==> config.mk <==
export PLATFORM = sky130hd
export DESIGN_NAME = cell_neighbor_stencil_generator
export DESIGN_NICKNAME = d
export VERILOG_FILES = /design/src/rtl/cnsg_pkg.sv /design/src/rtl/cell_neighbor_stencil_generator.sv
export VERILOG_INCLUDE_DIRS = /design/src /design/src/rtl
export SDC_FILE = /design/constraint.sdc
export NUM_CORES = 1
export LEC_CHECK = 0
export ABC_CLOCK_PERIOD_IN_PS = 9500
export BUFFER_PORTS_ARGS = -buffer_cell sky130_fd_sc_hd__buf_2
export CORE_MARGIN = 2
export CORE_UTILIZATION = 68
export DETAILED_ROUTE_END_ITERATION = 8
export PLACE_DENSITY_LB_ADDON = 0.08
export REMOVE_ABC_BUFFERS = 1
export SLEW_MARGIN = 10
export SYNTH_ARGS = -nofsm -noshare
export SYNTH_HDL_FRONTEND = slang
export SYNTH_SLANG_ARGS = --single-unit
==> constraint.sdc <==
create_clock -name clk -period 9.5 [get_ports clk]
set_input_delay 0.475 -clock clk [delete_from_list [all_inputs] [get_ports clk]]
set_output_delay 0.475 -clock clk [all_outputs]
set_load 0.01 [all_outputs]
==> src/rtl/cell_neighbor_stencil_generator_assert.svh <==
// Assertion macros shared by the stencil generator RTL.
`ifndef CELL_NEIGHBOR_STENCIL_GENERATOR_ASSERT_SVH
`define CELL_NEIGHBOR_STENCIL_GENERATOR_ASSERT_SVH

// Property that must hold at every clock edge outside reset.
`define CNSG_ASSERT(lbl, clk, rst_n, prop, msg) \
	lbl: assert property (@(posedge clk) disable iff (!rst_n) prop) else $error(msg);

// Condition that must never be seen outside reset.
`define CNSG_ASSERT_NEVER(lbl, clk, rst_n, cond, msg) \
	lbl: assert property (@(posedge clk) disable iff (!rst_n) !(cond)) else $error(msg);

`endif

==> src/rtl/cnsg_pkg.sv <==
// Types and constants of the cell neighbor stencil generator.
`timescale 1ns / 1ps

package cnsg_pkg;

	localparam int unsigned DIM_W   = 7;
	localparam int unsigned CRD_W   = 6;
	localparam int unsigned IDX_W   = 18;
	localparam int unsigned SLOT_W  = 5;
	localparam int unsigned FACE_W  = 3;
	localparam int unsigned IN_TDATA_W  = 24;
	localparam int unsigned OUT_TDATA_W = 32;

	// Register indexes of the configuration port.
	localparam logic [1:0] REG_GRID_X = 2'd0;
	localparam logic [1:0] REG_GRID_Y = 2'd1;
	localparam logic [1:0] REG_GRID_Z = 2'd2;

	// Offset codes along one axis: -1, 0, +1.
	localparam logic [1:0] OFS_NEG  = 2'd0;
	localparam logic [1:0] OFS_ZERO = 2'd1;
	localparam logic [1:0] OFS_POS  = 2'd2;

	localparam logic [FACE_W-1:0] FACE_NEG_X = 3'd0;
	localparam logic [FACE_W-1:0] FACE_POS_X = 3'd1;
	localparam logic [FACE_W-1:0] FACE_NEG_Y = 3'd2;
	localparam logic [FACE_W-1:0] FACE_POS_Y = 3'd3;
	localparam logic [FACE_W-1:0] FACE_NEG_Z = 3'd4;
	localparam logic [FACE_W-1:0] FACE_POS_Z = 3'd5;
	localparam logic [FACE_W-1:0] FACE_NONE  = 3'd6;

	localparam logic [SLOT_W-1:0] SLOT_SELF = 5'd13;

	// Per-result tags that travel down the pipeline beside the index math.
	typedef struct packed {
		logic [SLOT_W-1:0] slot;
		logic              is_self;
		logic              in_half;
		logic [FACE_W-1:0] face;
		logic              oor;
		logic              last;
	} meta_t;

endpackage

==> src/rtl/cell_neighbor_stencil_generator.sv <==
// Top level of the cell neighbor stencil generator: point sequencer and index pipeline.
`timescale 1ns / 1ps

// Takes a target cell (x,y,z) and emits one transfer for each of its stencil neighbors
// that lies inside the configured grid, walking dx outermost, then dy, then dz, each from
// -1 to +1. A point sequencer issues one neighbor per cycle unless the output stalls it,
// so an item gives one transfer per in-grid neighbor: 27 for an interior cell, fewer at
// grid edges, and for a cell outside the grid a single error transfer. The sequencer takes
// the next cell in the cycle its last neighbor leaves, so items run back to back. Each
// neighbor then passes a three-stage pipeline (offset decode, the two products of the
// flattened index, final sum into the output register). Grid sizes above MAX_CELLS_PER_AXIS
// saturate to it, and size registers may be written only while the block is idle.
`include "cell_neighbor_stencil_generator_assert.svh"

module cell_neighbor_stencil_generator
	import cnsg_pkg::*;
#(
	parameter int unsigned MAX_CELLS_PER_AXIS = 64
) (
	input  logic                   clk,
	input  logic                   arst_n,
	input  logic                   cfg_we,
	input  logic [1:0]             cfg_addr,
	input  logic [DIM_W-1:0]       cfg_wdata,
	input  logic                   s_axis_tvalid,
	output logic                   s_axis_tready,
	// Low bit up: cell_x[5:0], cell_y[5:0], cell_z[5:0], zero pad[5:0].
	input  logic [IN_TDATA_W-1:0]  s_axis_tdata,
	output logic                   m_axis_tvalid,
	input  logic                   m_axis_tready,
	// Low bit up: neighbor_index[17:0], stencil_slot[4:0], is_self, in_half_shell,
	// face_direction[2:0], zero pad[3:0].
	output logic [OUT_TDATA_W-1:0] m_axis_tdata,
	// out_of_range.
	output logic                   m_axis_tuser,
	// last_of_run.
	output logic                   m_axis_tlast
);

	localparam int unsigned MAX_CAP = (MAX_CELLS_PER_AXIS > 127) ? 127 : MAX_CELLS_PER_AXIS;
	localparam logic [DIM_W-1:0] MAX_DIM = DIM_W'(MAX_CAP);

	// Configuration registers and effective sizes.
	logic [DIM_W-1:0] grid_x_q, grid_y_q, grid_z_q;
	logic [DIM_W-1:0] nx, ny, nz;
	logic [2*DIM_W-1:0] nxy_q;

	always_ff @(posedge clk or negedge arst_n) begin
		if (!arst_n) begin
			grid_x_q <= DIM_W'(4);
			grid_y_q <= DIM_W'(4);
			grid_z_q <= DIM_W'(4);
		end else if (cfg_we) begin
			unique case (cfg_addr)
				REG_GRID_X: grid_x_q <= cfg_wdata;
				REG_GRID_Y: grid_y_q <= cfg_wdata;
				REG_GRID_Z: grid_z_q <= cfg_wdata;
				default: ;
			endcase
		end
	end

	assign nx = (grid_x_q > MAX_DIM) ? MAX_DIM : grid_x_q;
	assign ny = (grid_y_q > MAX_DIM) ? MAX_DIM : grid_y_q;
	assign nz = (grid_z_q > MAX_DIM) ? MAX_DIM : grid_z_q;

	always_ff @(posedge clk) begin
		nxy_q <= nx * ny;
	end

	// Stage enables: a stage moves when it is empty or the one after it moves.
	logic v_s1, v_s2, v_s3;
	logic en1, en2, en3;

	assign en3 = !v_s3 || m_axis_tready;
	assign en2 = !v_s2 || en3;
	assign en1 = !v_s1 || en2;

	// Point sequencer.
	logic             busy_q, err_q;
	logic [CRD_W-1:0] cx_q, cy_q, cz_q;
	logic [1:0]       dx_q, dy_q, dz_q;
	logic [1:0]       lox_q, loy_q, loz_q, hix_q, hiy_q, hiz_q;
	logic             seq_last, issue, accept;
	logic [CRD_W-1:0] in_x, in_y, in_z;
	logic [DIM_W-1:0] ex, ey, ez;
	logic             in_err;

	assign in_x = s_axis_tdata[CRD_W-1:0];
	assign in_y = s_axis_tdata[2*CRD_W-1:CRD_W];
	assign in_z = s_axis_tdata[3*CRD_W-1:2*CRD_W];
	assign ex   = {1'b0, in_x};
	assign ey   = {1'b0, in_y};
	assign ez   = {1'b0, in_z};
	assign in_err = (ex >= nx) || (ey >= ny) || (ez >= nz);

	assign seq_last = err_q || (dx_q == hix_q && dy_q == hiy_q && dz_q == hiz_q);
	assign issue    = busy_q && en1;
	assign s_axis_tready = !busy_q || (seq_last && en1);
	assign accept   = s_axis_tvalid && s_axis_tready;

	always_ff @(posedge clk or negedge arst_n) begin
		if (!arst_n) begin
			busy_q <= 1'b0;
		end else if (accept) begin
			busy_q <= 1'b1;
		end else if (issue && seq_last) begin
			busy_q <= 1'b0;
		end
	end

	always_ff @(posedge clk) begin
		if (accept) begin
			cx_q  <= in_x;
			cy_q  <= in_y;
			cz_q  <= in_z;
			err_q <= in_err;
			lox_q <= (in_x != '0) ? OFS_NEG : OFS_ZERO;
			loy_q <= (in_y != '0) ? OFS_NEG : OFS_ZERO;
			loz_q <= (in_z != '0) ? OFS_NEG : OFS_ZERO;
			hix_q <= ((ex + DIM_W'(1)) < nx) ? OFS_POS : OFS_ZERO;
			hiy_q <= ((ey + DIM_W'(1)) < ny) ? OFS_POS : OFS_ZERO;
			hiz_q <= ((ez + DIM_W'(1)) < nz) ? OFS_POS : OFS_ZERO;
			dx_q  <= (in_x != '0) ? OFS_NEG : OFS_ZERO;
			dy_q  <= (in_y != '0) ? OFS_NEG : OFS_ZERO;
			dz_q  <= (in_z != '0) ? OFS_NEG : OFS_ZERO;
		end else if (issue && !seq_last) begin
			if (dz_q != hiz_q) begin
				dz_q <= dz_q + 2'd1;
			end else begin
				dz_q <= loz_q;
				if (dy_q != hiy_q) begin
					dy_q <= dy_q + 2'd1;
				end else begin
					dy_q <= loy_q;
					dx_q <= dx_q + 2'd1;
				end
			end
		end
	end

	// Stage 1: neighbor coordinates and tags.
	logic [DIM_W-1:0] px_s1, py_s1, pz_s1;
	meta_t            meta_s1;
	meta_t            meta_nxt;
	logic             self_nxt;

	always_comb begin
		self_nxt = (dx_q == OFS_ZERO) && (dy_q == OFS_ZERO) && (dz_q == OFS_ZERO);
		meta_nxt.slot    = {3'b000, dx_q} * SLOT_W'(9) + {3'b000, dy_q} * SLOT_W'(3)
		                 + {3'b000, dz_q};
		meta_nxt.is_self = self_nxt;
		meta_nxt.in_half = !self_nxt &&
			((dy_q == OFS_ZERO && dz_q != OFS_NEG && dx_q != OFS_POS) ||
			 (dy_q == OFS_ZERO && dz_q == OFS_POS && dx_q == OFS_POS) ||
			 (dy_q == OFS_POS));
		if (dx_q != OFS_ZERO && dy_q == OFS_ZERO && dz_q == OFS_ZERO) begin
			meta_nxt.face = (dx_q == OFS_NEG) ? FACE_NEG_X : FACE_POS_X;
		end else if (dy_q != OFS_ZERO && dx_q == OFS_ZERO && dz_q == OFS_ZERO) begin
			meta_nxt.face = (dy_q == OFS_NEG) ? FACE_NEG_Y : FACE_POS_Y;
		end else if (dz_q != OFS_ZERO && dx_q == OFS_ZERO && dy_q == OFS_ZERO) begin
			meta_nxt.face = (dz_q == OFS_NEG) ? FACE_NEG_Z : FACE_POS_Z;
		end else begin
			meta_nxt.face = FACE_NONE;
		end
		meta_nxt.oor  = 1'b0;
		meta_nxt.last = seq_last;
		// An error result carries nothing but its two flags.
		if (err_q) begin
			meta_nxt      = '0;
			meta_nxt.oor  = 1'b1;
			meta_nxt.last = 1'b1;
		end
	end

	always_ff @(posedge clk or negedge arst_n) begin
		if (!arst_n) begin
			v_s1 <= 1'b0;
			v_s2 <= 1'b0;
			v_s3 <= 1'b0;
		end else begin
			if (en1) v_s1 <= issue;
			if (en2) v_s2 <= v_s1;
			if (en3) v_s3 <= v_s2;
		end
	end

	always_ff @(posedge clk) begin
		if (issue) begin
			meta_s1 <= meta_nxt;
			if (err_q) begin
				px_s1 <= '0;
				py_s1 <= '0;
				pz_s1 <= '0;
			end else begin
				px_s1 <= {1'b0, cx_q} + {5'b00000, dx_q} - DIM_W'(1);
				py_s1 <= {1'b0, cy_q} + {5'b00000, dy_q} - DIM_W'(1);
				pz_s1 <= {1'b0, cz_q} + {5'b00000, dz_q} - DIM_W'(1);
			end
		end
	end

	// Stage 2: the two products of the flattened index.
	logic [DIM_W-1:0]   px_s2;
	logic [2*DIM_W-1:0] prod_y_s2;
	logic [IDX_W-1:0]   prod_z_s2;
	logic [3*DIM_W-1:0] prod_z_full;
	meta_t              meta_s2;

	assign prod_z_full = pz_s1 * nxy_q;

	always_ff @(posedge clk) begin
		if (en2 && v_s1) begin
			px_s2     <= px_s1;
			prod_y_s2 <= py_s1 * nx;
			prod_z_s2 <= prod_z_full[IDX_W-1:0];
			meta_s2   <= meta_s1;
		end
	end

	// Stage 3: final sum into the output register.
	logic [IDX_W-1:0] idx_s3;
	meta_t            meta_s3;

	always_ff @(posedge clk) begin
		if (en3 && v_s2) begin
			idx_s3  <= IDX_W'(px_s2) + IDX_W'(prod_y_s2) + prod_z_s2;
			meta_s3 <= meta_s2;
		end
	end

	assign m_axis_tvalid = v_s3;
	assign m_axis_tdata  = {4'b0000, meta_s3.face, meta_s3.in_half, meta_s3.is_self,
	                        meta_s3.slot, idx_s3};
	assign m_axis_tuser  = meta_s3.oor;
	assign m_axis_tlast  = meta_s3.last;

	`CNSG_ASSERT(a_err_is_last, clk, arst_n, (m_axis_tvalid && m_axis_tuser) |-> m_axis_tlast, "error transfer not marked last")
	`CNSG_ASSERT_NEVER(a_err_fields_zero, clk, arst_n, m_axis_tvalid && m_axis_tuser && (m_axis_tdata != '0), "error transfer with nonzero fields")
	`CNSG_ASSERT(a_self_tags, clk, arst_n, (m_axis_tvalid && m_axis_tdata[IDX_W+SLOT_W]) |-> (m_axis_tdata[IDX_W+SLOT_W-1:IDX_W] == SLOT_SELF && m_axis_tdata[IDX_W+SLOT_W+FACE_W+1:IDX_W+SLOT_W+2] == FACE_NONE), "self result with wrong slot or face")
	`CNSG_ASSERT_NEVER(a_no_accept_mid_run, clk, arst_n, busy_q && !seq_last && s_axis_tready, "input taken before the run ends")

endmodule
-- Word-level counts from Yosys, hierarchy flattened
Index checks and enable logic that the tools add are counted.
- multiply operators: 5
- mux-type cells: 29
- order comparisons: 9
- add/subtract/negate cells: 16
- equal/unequal tests: 19
- reductions and logical operators: 52
- operator list (kind ; number):
    two-way mux 2 bit ; 16
    multiplier 7 x 7 -> 14 bit ; 2
    logical AND 1 bit ; 22
    adder 6 x 1 -> 7 bit, second input constant ; 3
    adder 6 x 2 -> 7 bit ; 3
    greater-or-equal comparator 6 x 7 -> 1 bit ; 3
    greater-than comparator 7 bit, second input constant ; 3
    less-than comparator 7 bit ; 3
    two-way mux 7 bit ; 3
    subtractor 7 x 1 -> 7 bit, second input constant ; 3
    adder 15 x 18 -> 18 bit ; 1
    multiplier 7 x 14 -> 18 bit ; 1
    nonzero test 6 bit ; 3
    adder 7 x 14 -> 15 bit ; 1
    logical OR 1 bit ; 9
    equality test 2 x 1 -> 1 bit, second input constant ; 4
    equality test 2 bit, second input constant ; 4
    logical NOT 2 bit ; 4
    two-way mux 1 bit ; 8
    AND reduction 2 bit ; 4
    adder 2 x 1 -> 2 bit, second input constant ; 3
    equality test 2 bit ; 3
    logical NOT 1 bit ; 6
    two-way mux 3 bit ; 2
    other kinds (9) ; 16
- flip-flop bits (word level): 188
- logic and storage cells: 175
- bits of input ports: 38

-- Longest topological paths before layout
Gate-level depths: netlist of run 1.
- depth after elaboration: 9
- depth in mapped cells: 19
- gate-level depth less buffers: 18

-- Least setup slack after synthesis of run 1
OpenSTA, ideal clock, no wires.
- kind: register to register
- start point: reg grid_x_q[6]
- end point: reg prod_y_s2[13], data pin
- cell stages (with the launch flop): 18
- path slack: 4.761 ns
- clock period less this slack: 4.739 ns
- path buffers: 1
- data arrival time: 4.479 ns
- required time: 9.240 ns
- cells stage by stage: dfrtp_1 -> nor2b_1 -> clkbuf_1 -> nand2_1 -> fa_1 -> fa_1 -> inv_1 -> fa_1 -> inv_1 -> fa_1 -> inv_1 -> ha_1 -> or2_2 -> a21oi_1 -> o21ai_1 -> a31o_2 -> a21oi_1 -> xnor2_1
- word-level cells in the longest chain between the ends: 3
- RTL lines (element ; line ; source):
    start: declaration ; cell_neighbor_stencil_generator.sv:44 ; logic [DIM_W-1:0] grid_x_q, grid_y_q, grid_z_q;
    start signal: assignment ; cell_neighbor_stencil_generator.sv:55 ; REG_GRID_X: grid_x_q <= cfg_wdata;
    greater-than comparator 7 bit ; cell_neighbor_stencil_generator.sv:63 ; assign nx = (grid_x_q > MAX_DIM) ? MAX_DIM : grid_x_q;
    two-way mux 7 bit * ; cell_neighbor_stencil_generator.sv:63 ;
    multiplier 7 x 7 -> 14 bit * ; cell_neighbor_stencil_generator.sv:215 ; prod_y_s2 <= py_s1 * nx;
    end signal: assignment ; cell_neighbor_stencil_generator.sv:215 ;
    end: declaration ; cell_neighbor_stencil_generator.sv:205 ; logic [2*DIM_W-1:0] prod_y_s2;
Every way passes the cells marked *; elsewhere a longest branch is shown, timed or not.
A chain may end at the register's enable or synchronous reset.

-- Worst setup path in the final report of run 1
- start point: reg grid_x_q[6]
- end point: reg nxy_q[13]
- word-level cells in the longest chain between the ends: 3
- RTL lines (element ; line ; source):
    greater-than comparator 7 bit ; cell_neighbor_stencil_generator.sv:63 ;
    two-way mux 7 bit * ; cell_neighbor_stencil_generator.sv:63 ;
    multiplier 7 x 7 -> 14 bit * ; cell_neighbor_stencil_generator.sv:68 ; nxy_q <= nx * ny;
    end signal: assignment ; cell_neighbor_stencil_generator.sv:68 ;
    end: declaration ; cell_neighbor_stencil_generator.sv:46 ; logic [2*DIM_W-1:0] nxy_q;
Marks and branches as above.

==> results_dict.tcl, run 1 <==
set metrics [dict create \
    status "complete, no violations" \
    antenna_left 0 \
    layout.filler_cells 1518 \
    grt_pass1_wl_mm 47.9 \
    worst_slack_ns 3.71 \
    avgSynthCellArea_sq_um 10.8 \
    hold_path.class "in -> async" \
    ys_ff_latch 186 \
    syn_inst 1383 \
    final-setup-viol-count 0 \
    grt_setup_unrepaired "no" \
    core_sq_um 21700 \
    final_layout_size_suffix_gt1_share_pct 10.0 \
    design_area_sq_um 16200 \
    antennaDiodeCount 0 \
    htree_levels 4 \
    cp-start-kind "flop" \
    ys_seq_area_share_pct 35.6 \
    wl_met1_mm 12.1 \
    post_dp_cell_area_sq_um 15600 \
    ctsResizeCount 0 \
    cts_hold_buf 0 \
    cts_tree "done" \
    overflow 0 \
    slew_violations 0 \
    ir_worst_vdd_mv 0.246 \
    ios 74 \
    grt_pass1_vias 10200 \
    yosysMostFrequentCell "inv_1" \
    pre_cts_slack_ns 3.77 \
    start_util_pct 69.0 \
    setup_tns_ns 0 \
    drt-initial-drc-count 460 \
    r2r_slack_ns 3.71 \
    grt_antenna_before_repair 0 \
    dp_hpwl_mm 21.4 \
    top_layer "met4" \
    yosys.area.top_type_share_pct 29.5 \
    async_reset_ff_share_pct 13.4 \
    die_h_microns 152 \
    cts_num_sinks 186 \
    wl_met2_mm 13.5 \
    hold_viol 0 \
    gp_congestion 0.887 \
    vias 9756 \
    crit_required_ns 9.86 \
    cts_buffers 17 \
    grt_usage_pct 25.5 \
    synthFlopType "edfxtp_1" \
    row_count 54 \
    yosys_warnings 0 \
    area_delta_synth_final_pct 8.31 \
    fmax_mhz 173 \
    cp-end-kind "flop" \
    die_area_sq_um 23200 \
    post_cts_buffers 0 \
    wl_met3_mm 1.29 \
    drt_pass1_iterations 6 \
    synth_top_area_cell "edfxtp_1" \
    synth_edf_count 147 \
    wl_per_cell_microns 15.8 \
    whs_ns 0.0193 \
    finalCritPeriodShare_pct 61.0 \
    nNetsFinal 1800 \
    die_w_microns 152 \
    p_leak_uw 0.00772 \
    cts_root_buf "clkbuf_16" \
    relSlewSlack_pct 26.4 \
    clkLatencyLatePin_ns 0.45 \
    clk_pin_slew_worst_paths_ns 0.09 \
    pwr_density_cell_nw_per_um2 332 \
    synth.distinct_cells 66 \
    drc 0 \
    maxCapViolCount 0 \
    portBuffers 63 \
    r2r_cells 18 \
    final.setup_skew_ns 0.0218 \
    grt_max_degree 52 \
    total_power_uw 5380 \
    finalCriticalPeriod_ns 5.79 \
    drt-total-wl_mm 27.6 \
    synthTopCellsByArea "edfxtp_1, fa_1, ha_1, inv_1, dfrtp_1" \
    viasPerCell 5.59 \
    worstPathArrival_ns 6.15 \
    syn_area_sq_um 15000 \
    clockBufferDepth 2 \
    worstMarginPinSlew_ns 1.10 \
    critical_path_class "reg -> reg" \
    crit_fanout 17 \
    netlist_top_cells_count "inv_1, ha_1, edfxtp_1" \
]
## cells in the final DEF (no fill, tap or decap), drive strengths merged, types with 3 or more instances in the layout
cell,Yosys,final
conb,1,4
a211oi,11,11
nand3,17,17
ha,191,191
o211ai,3,3
xor2,31,31
nand2,133,133
and3,9,9
o21ai,34,34
inv,199,209
edfxtp,147,147
and2,75,75
nor3b,3,3
a21oi,63,63
mux2,22,22
clkbuf,17,17
a41oi,3,3
buf,5,68
dfxtp,14,14
nor2b,24,24
o21bai,9,9
nor4,4,4
nand2b,11,11
dfrtp,22,22
xnor2,54,54
o21a,13,13
nor3,7,7
fa,120,120
or2,6,6
a21o,22,22
dfstp,3,3
a31oi,3,3
clkinv,2,7
nor2,77,77
## cells by family (layout without fill, tap and decap cells)
kind of cell | count (synthesis) | in the layout | share of synthesized area (%)
AO/OA/AOI/OAI | 179 | 179 | 7.74
adder cells (fa/ha/maj) | 311 | 311 | 32.0
other | 1 | 4 | 0.0251
XOR/XNOR | 85 | 85 | 4.98
multiplexers | 23 | 23 | 1.72
AND/OR/NAND/NOR | 375 | 375 | 12.2
flip-flops | 186 | 186 | 35.6
buffers and inverters | 223 | 301 | 5.70
## path summary, 6_finish.rpt
check | from | to
min in group clk | s_axis_tvalid | busy_q
max reg2reg | grid_x_q[6] | nxy_q[13]
min reg2reg | meta_s1[2] | meta_s2[2]
min | arst_n | grid_z_q[1]
max in group asynchronous | arst_n | grid_y_q[1]
max | grid_x_q[6] | nxy_q[13]
## per-stage QoR
stage | instances | utilization [%]
5_1_grt | 1744 | 74.7
6_report | 1744 | 74.7
2_1_floorplan | 1364 | -
4_1_cts | 1744 | 74.7
3_3_place_gp | 1712 | 71.8
3_5_place_dp | 1712 | 71.8
## power by group
part,internal (uW),leakage (uW),switching [uW],total (uW)
Combinational,1360,0.00556,1750,3100
Sequential,1320,0.00185,203,1530
Clock,367,0.000302,376,743
## critical path, cell delays in order (launching register included)
cell	delay [ns]
dfrtp_1	0.74
clkinv_1	0.48
nand2_1	0.30
clkinv_1	0.39
nand2_1	0.23
fa_1	0.44
fa_1	0.55
inv_1	0.05
fa_1	0.53
inv_1	0.06
fa_1	0.53
inv_1	0.04
ha_1	0.34
and3_1	0.16
a21oi_1	0.17
a31oi_1	0.18
a41oi_1	0.24
o21bai_1	0.09
xnor2_1	0.18
## layer usage
metal | GRT usage [%] | vias to the layer above
met1 | 33.2 | 4698
met4 | 9.21 | 0
li1 | - | 4745
met2 | 43.8 | 247
met3 | 3.90 | 66
met5 | 0 | -
## layout make-up
| class | instances | area (sq um) | area share, % |
|---|---|---|---|
| clock buffer | 17 | 425 | 2.62 |
| clock inverter | 15 | 199 | 1.23 |
| inverter | 201 | 754 | 4.66 |
| multi-input combinational | 977 | 8800 | 54.3 |
| sequential | 186 | 5320 | 32.8 |
| tap | 280 | 350 | 2.16 |
| timing repair buffer | 68 | 353 | 2.18 |
## sequential cells by signal (all words and copies together), names as in the netlist, 6 cells and up
signal	cells
pz_s1	7
grid_z_q	7
cy_q	6
py_s1	7
prod_z_s2	18
cx_q	6
nxy_q	14
meta_s1	12
m_axis_tdata	10
grid_y_q	7
cz_q	6
grid_x_q	7
meta_s2	12
idx_s3	18
px_s1	7
prod_y_s2	14
px_s2	7
(Power assumes the default switching activity.)
==> inputs of run 2 (changes only) <==
ABC_CLOCK_PERIOD_IN_PS = 5100   (was 9500)
CORE_UTILIZATION = 57   (was 68)
clock period = 5.1 ns   (was 9.5 ns; I/O delays follow)
==> results_dict.tcl, run 2 (synthesis gave the netlist of run 1 again) <==
set metrics [dict create \
    antenna_left 0 \
    relSlewSlack_pct 27.0 \
    crit_path_frequent_cell "fa_1" \
    layout_common_cells "inv_1, ha_1, edfxtp_1, nand2_1, fa_1" \
    final.setup_skew_ns 0.0212 \
    cts_buffers 17 \
    worst_slack_ns 0.277 \
    setup_tns_ns 0 \
    crit_buf_inv 3 \
    instances_no_fill 1816 \
    dp_hpwl_mm 22.2 \
    antennaDiodeCount 0 \
    gp_congestion 0.855 \
    finalCriticalPeriod_ns 4.82 \
    clockBufferDepth 2 \
    grt_pass1_vias 10000 \
    row_count 59 \
    final-setup-viol-count 0 \
    start_util_pct 57.7 \
    worstPathArrival_ns 5.02 \
    layout_commonest_cell "inv_1" \
    r2r-end "prod_y_s2[13]" \
    pre_cts_slack_ns 0.119 \
    r2r_cells 16 \
    drt_pass1_iterations 5 \
    viasPerCell 5.34 \
    final_layout_size_suffix_gt1_share_pct 11.3 \
    drc 0 \
    drt-total-wl_mm 27.9 \
    grt_antenna_before_repair 0 \
    wl_per_cell_microns 15.4 \
    cp-start-kind "flop" \
    critical_path_class "reg -> reg" \
    cts_tree "done" \
    dp_cells 1779 \
    maxCapViolCount 0 \
    vias 9692 \
    hold_start "s_axis_tvalid" \
    hold_viol 0 \
    slew_violations 0 \
    die_area_sq_um 27600 \
    cp-end-kind "flop" \
    fmax_mhz 207 \
    slowest_stage "fa_1" \
    slowest_delay_ns 0.54 \
    p_leak_uw 0.00781 \
    timing.rr.start "grid_x_q[6]" \
    grt_setup_unrepaired "no" \
    cts_num_sinks 186 \
    worstMarginPinSlew_ns 1.10 \
    grt_max_degree 52 \
    ios 74 \
    clkLatencyLatePin_ns 0.44 \
    worstPathCellList "nor2b_1, nand2_1, fa_1, fa_1, inv_1, fa_1, inv_1, fa_1, inv_1, ha_1, or2_2, a21oi_1, o21ai_1, a31o_2, a21oi_1, xnor2_1" \
    finalCritPeriodShare_pct 94.6 \
    grt_usage_pct 21.8 \
    hold_depth 2 \
    portBuffers 63 \
    min_to "busy_q" \
    hold_path.class "in -> reg" \
    overflow 0 \
    pwr_density_cell_nw_per_um2 612 \
    top_regs "idx_s3 (18), prod_z_s2 (18)" \
    die_h_microns 166 \
    crit_required_ns 5.29 \
    clk_pin_slew_worst_paths_ns 0.09 \
    nNetsFinal 1817 \
    status "complete, no violations" \
    drt-initial-drc-count 408 \
    crit_family "adder cells" \
    grt_pass1_wl_mm 49.0 \
    core_sq_um 25900 \
    cts_root_buf "clkbuf_16" \
    ir_worst_vdd_mv 0.393 \
    r2r_slack_ns 0.28 \
    layout.filler_cells 2073 \
    area_delta_synth_final_pct 9.87 \
    crit_fanout 10 \
    htree_levels 4 \
    die_w_microns 166 \
]
run 2: per-stage QoR:
step	util, %	area (sq um)	hold WS [ns]	total power [uW]
after detailed placement	60.8	15700	0.302	8660
after global placement	60.8	15700	0.292	8570
after CTS	63.3	16400	0.0275	10100
final	63.4	16400	0.0423	10100
after global routing	63.4	16400	0.0410	11200
after floorplan	-	14900	-0.0406	7300
run 2: cell type report:
| class | instances | area, sq um | area share [%] |
|---|---|---|---|
| multi-input cells | 977 | 8810 | 53.6 |
| flip-flops and latches | 186 | 5330 | 32.4 |
| inverters | 201 | 754 | 4.59 |
| repair buffers | 85 | 483 | 2.94 |
| clock buffers | 17 | 425 | 2.59 |
| well taps | 335 | 419 | 2.55 |
| clock inverters | 15 | 221 | 1.35 |
run 2: worst max-delay path by stage:
stage	slack, ns	depth (start not counted)	to	startpoint
3_3_place_gp	0.18	16	prod_z_s2[17]	pz_s1[6]
3_5_place_dp	0.12	16	prod_z_s2[17]	pz_s1[6]
6_report	0.28	16	prod_y_s2[13]	grid_x_q[6]
2_1_floorplan	0.25	16	prod_y_s2[13]	grid_x_q[6]
4_1_cts	0.12	16	prod_z_s2[17]	pz_s1[6]
5_1_grt	0.006	16	prod_y_s2[13]	grid_x_q[6]
run 2: what timing repair did:
item                       CTS  global route
setup endpoints to repair    0             8
hold buffers                 1             0
gates resized for setup      0             5
hold endpoints to repair    22             0
buffers inserted             0             4
run 2: where the power goes:
| part | leakage (uW) | internal, uW | switching [uW] | total (uW) |
|---|---|---|---|---|
| clock network | 0.000310 | 693 | 730 | 1420 |
| registers | 0.00185 | 2470 | 352 | 2820 |
| logic | 0.00565 | 2570 | 3260 | 5830 |
| total | 0.00781 | 5730 | 4340 | 10100 |
run 2: metal layers:
layer / global-route usage [%] / part of all wire, % / wire [microns]
met5: 0 / 0 / 0
met2: 37.0 / 47 / 13100
met4: 5.18 / 1.7 / 485
met1: 29.9 / 48 / 13400
met3: 3.10 / 3.3 / 915
==> inputs of run 3 (changes only) <==
ABC_CLOCK_PERIOD_IN_PS = 6000   (was 5100)
BUFFER_PORTS_ARGS = unset   (was -buffer_cell sky130_fd_sc_hd__buf_2)
CORE_UTILIZATION = 70   (was 57)
DONT_BUFFER_PORTS = 1   (was unset)
clock period = 6 ns   (was 5.1 ns; I/O delays follow)
==> results_dict.tcl, run 3 (synthesis gave the netlist of run 1 again) <==
set metrics [dict create \
    cp-start-kind "flop" \
    swShare_pct 44.0 \
    fmax_mhz 183 \
    row_count 53 \
    whs_ns 0.0103 \
    finalCriticalPeriod_ns 5.46 \
    vias 9871 \
    core_sq_um 21000 \
    cts_buffers 17 \
    setup_tns_ns 0 \
    p_switching_uw 3780 \
    maxCapViolCount 0 \
    htree_levels 4 \
    relSlewSlack_pct 35.1 \
    grt_pass1_vias 10500 \
    grt_max_degree 52 \
    dp_cells 1647 \
    final-setup-viol-count 0 \
    ios 74 \
    cp-end-kind "flop" \
    die_area_sq_um 22600 \
    combPwrFrac_pct 57.0 \
    p_int_uw 4820 \
    final.setup_skew_ns 0.0142 \
    grt_antenna_before_repair 0 \
    final_layout_size_suffix_gt1_share_pct 6.20 \
    drt_pass1_iterations 5 \
    cts_num_sinks 186 \
    drt-total-wl_mm 29.5 \
    ctsResizeCount 0 \
    start_util_pct 71.2 \
    status "complete, no violations" \
    post_cts_buffers 0 \
    antenna_left 0 \
    drc 0 \
    overflow 0 \
    crit_fanout 17 \
    ir_worst_vdd_mv 0.299 \
    die_h_microns 150 \
    clkLatencyLatePin_ns 0.44 \
    worstPathArrival_ns 5.82 \
    finalCritPeriodShare_pct 91.0 \
    drt-initial-drc-count 518 \
    top_regs "idx_s3 (18), prod_z_s2 (18)" \
    layout.filler_cells 1357 \
    area_delta_synth_final_pct 8.65 \
    slew_violations 0 \
    hold_viol 0 \
    p_seq_share_pct 29.0 \
    p_leak_uw 0.00763 \
    clk_pin_slew_worst_paths_ns 0.08 \
    grt_usage_pct 28.6 \
    layout_commonest_cell "inv_1" \
    pwr_density_cell_nw_per_um2 529 \
    antennaDiodeCount 0 \
    instances_no_fill 1710 \
    viasPerCell 5.77 \
    worstMarginPinSlew_ns 0.973 \
    nNetsFinal 1771 \
    clockBufferDepth 2 \
    gp_congestion 0.911 \
    die_w_microns 150 \
    dp_hpwl_mm 22.3 \
    p_clk_share_pct 14.0 \
    r2r_slack_ns 0.54 \
    cts_root_buf "clkbuf_16" \
    grt_setup_unrepaired "no" \
    portBuffers 0 \
    hold_path.class "in -> reg" \
    layout_common_cells "inv_1, ha_1, edfxtp_1, nand2_1, fa_1" \
    crit_required_ns 6.36 \
    critical_path_class "reg -> reg" \
    wl_per_cell_microns 17.3 \
    grt_pass1_wl_mm 50.4 \
    cts_tree "done" \
]
run 3: cell count changes in the layout (fill, tap and decap cells not counted), sizes merged:
cell         before  now
inv             208  210
buf              84   10
dlygate4sd3       1   29
clkinv            8    6
run 3: critical path, cell delays in order (launching register included):
cell and delay (ns):
dfrtp_1 0.63, nor2b_1 0.84, nand2_1 0.18, fa_1 0.54, fa_1 0.57, inv_1 0.07
fa_1 0.53, inv_1 0.06, fa_1 0.53, inv_1 0.04, ha_1 0.35, and3_1 0.18
a21oi_1 0.17, a31oi_1 0.18, a41oi_1 0.24, o21bai_1 0.09, xnor2_1 0.19
run 3: power by group through the flow:
stage	registers, uW	clock network [uW]	logic [uW]
6_report	2490	1200	4900
5_1_grt	2550	1270	5650
4_1_cts	2490	1210	4910
3_5_place_dp	2520	0	4810
3_3_place_gp	2490	0	4590
2_1_floorplan	2380	0	3830
run 3: worst paths after layout:
kind	from	endpoint	cells after the start
min in group asynchronous	arst_n	grid_z_q[5]	2
hold / removal	cfg_wdata[2]	grid_y_q[2]	1
setup / recovery	grid_x_q[6]	nxy_q[13]	16
setup reg to reg	grid_x_q[6]	nxy_q[13]	16
hold reg to reg	meta_s1[11]	meta_s2[11]	0
max in group asynchronous	arst_n	grid_y_q[2]	2
run 3: area by class of cell:
type / instances / area (sq um) / area share (%)
multi-input cells: 977 / 8800 / 54.1
flip-flops and latches: 186 / 5320 / 32.7
inverters: 201 / 754 / 4.64
clock buffers: 17 / 425 / 2.62
repair buffers: 39 / 390 / 2.40
well taps: 275 / 344 / 2.12
clock inverters: 15 / 219 / 1.35
run 3: what timing repair did:
item                                    in CTS  in global routing
endpoints found under the setup margin       0                  0
hold buffers                                29                  1
endpoints found under the hold margin       57                  2
run 3: through the flow:
stage	util (%)	worst slack [ns]	instance area (sq um)	total power, uW
after global routing	77.3	0.166	16300	9470
after detailed placement	72.7	0.653	15300	7330
after global placement	72.7	0.764	15300	7080
final	77.3	0.542	16300	8590
after floorplan	-	1.15	14900	6210
after CTS	77.2	0.617	16200	8620
run 3: metal layers:
| metal | share of wire, % | routed length, microns | global-route usage (%) | up-vias |
|---|---|---|---|---|
| met5 | 0 | 0 | 0 | - |
| met4 | 2.7 | 808 | 9.48 | 0 |
| met3 | 4.2 | 1250 | 5.36 | 72 |
| met2 | 50 | 14900 | 49.4 | 254 |
| met1 | 43 | 12600 | 36.6 | 4862 |
| li1 | - | - | - | 4683 |
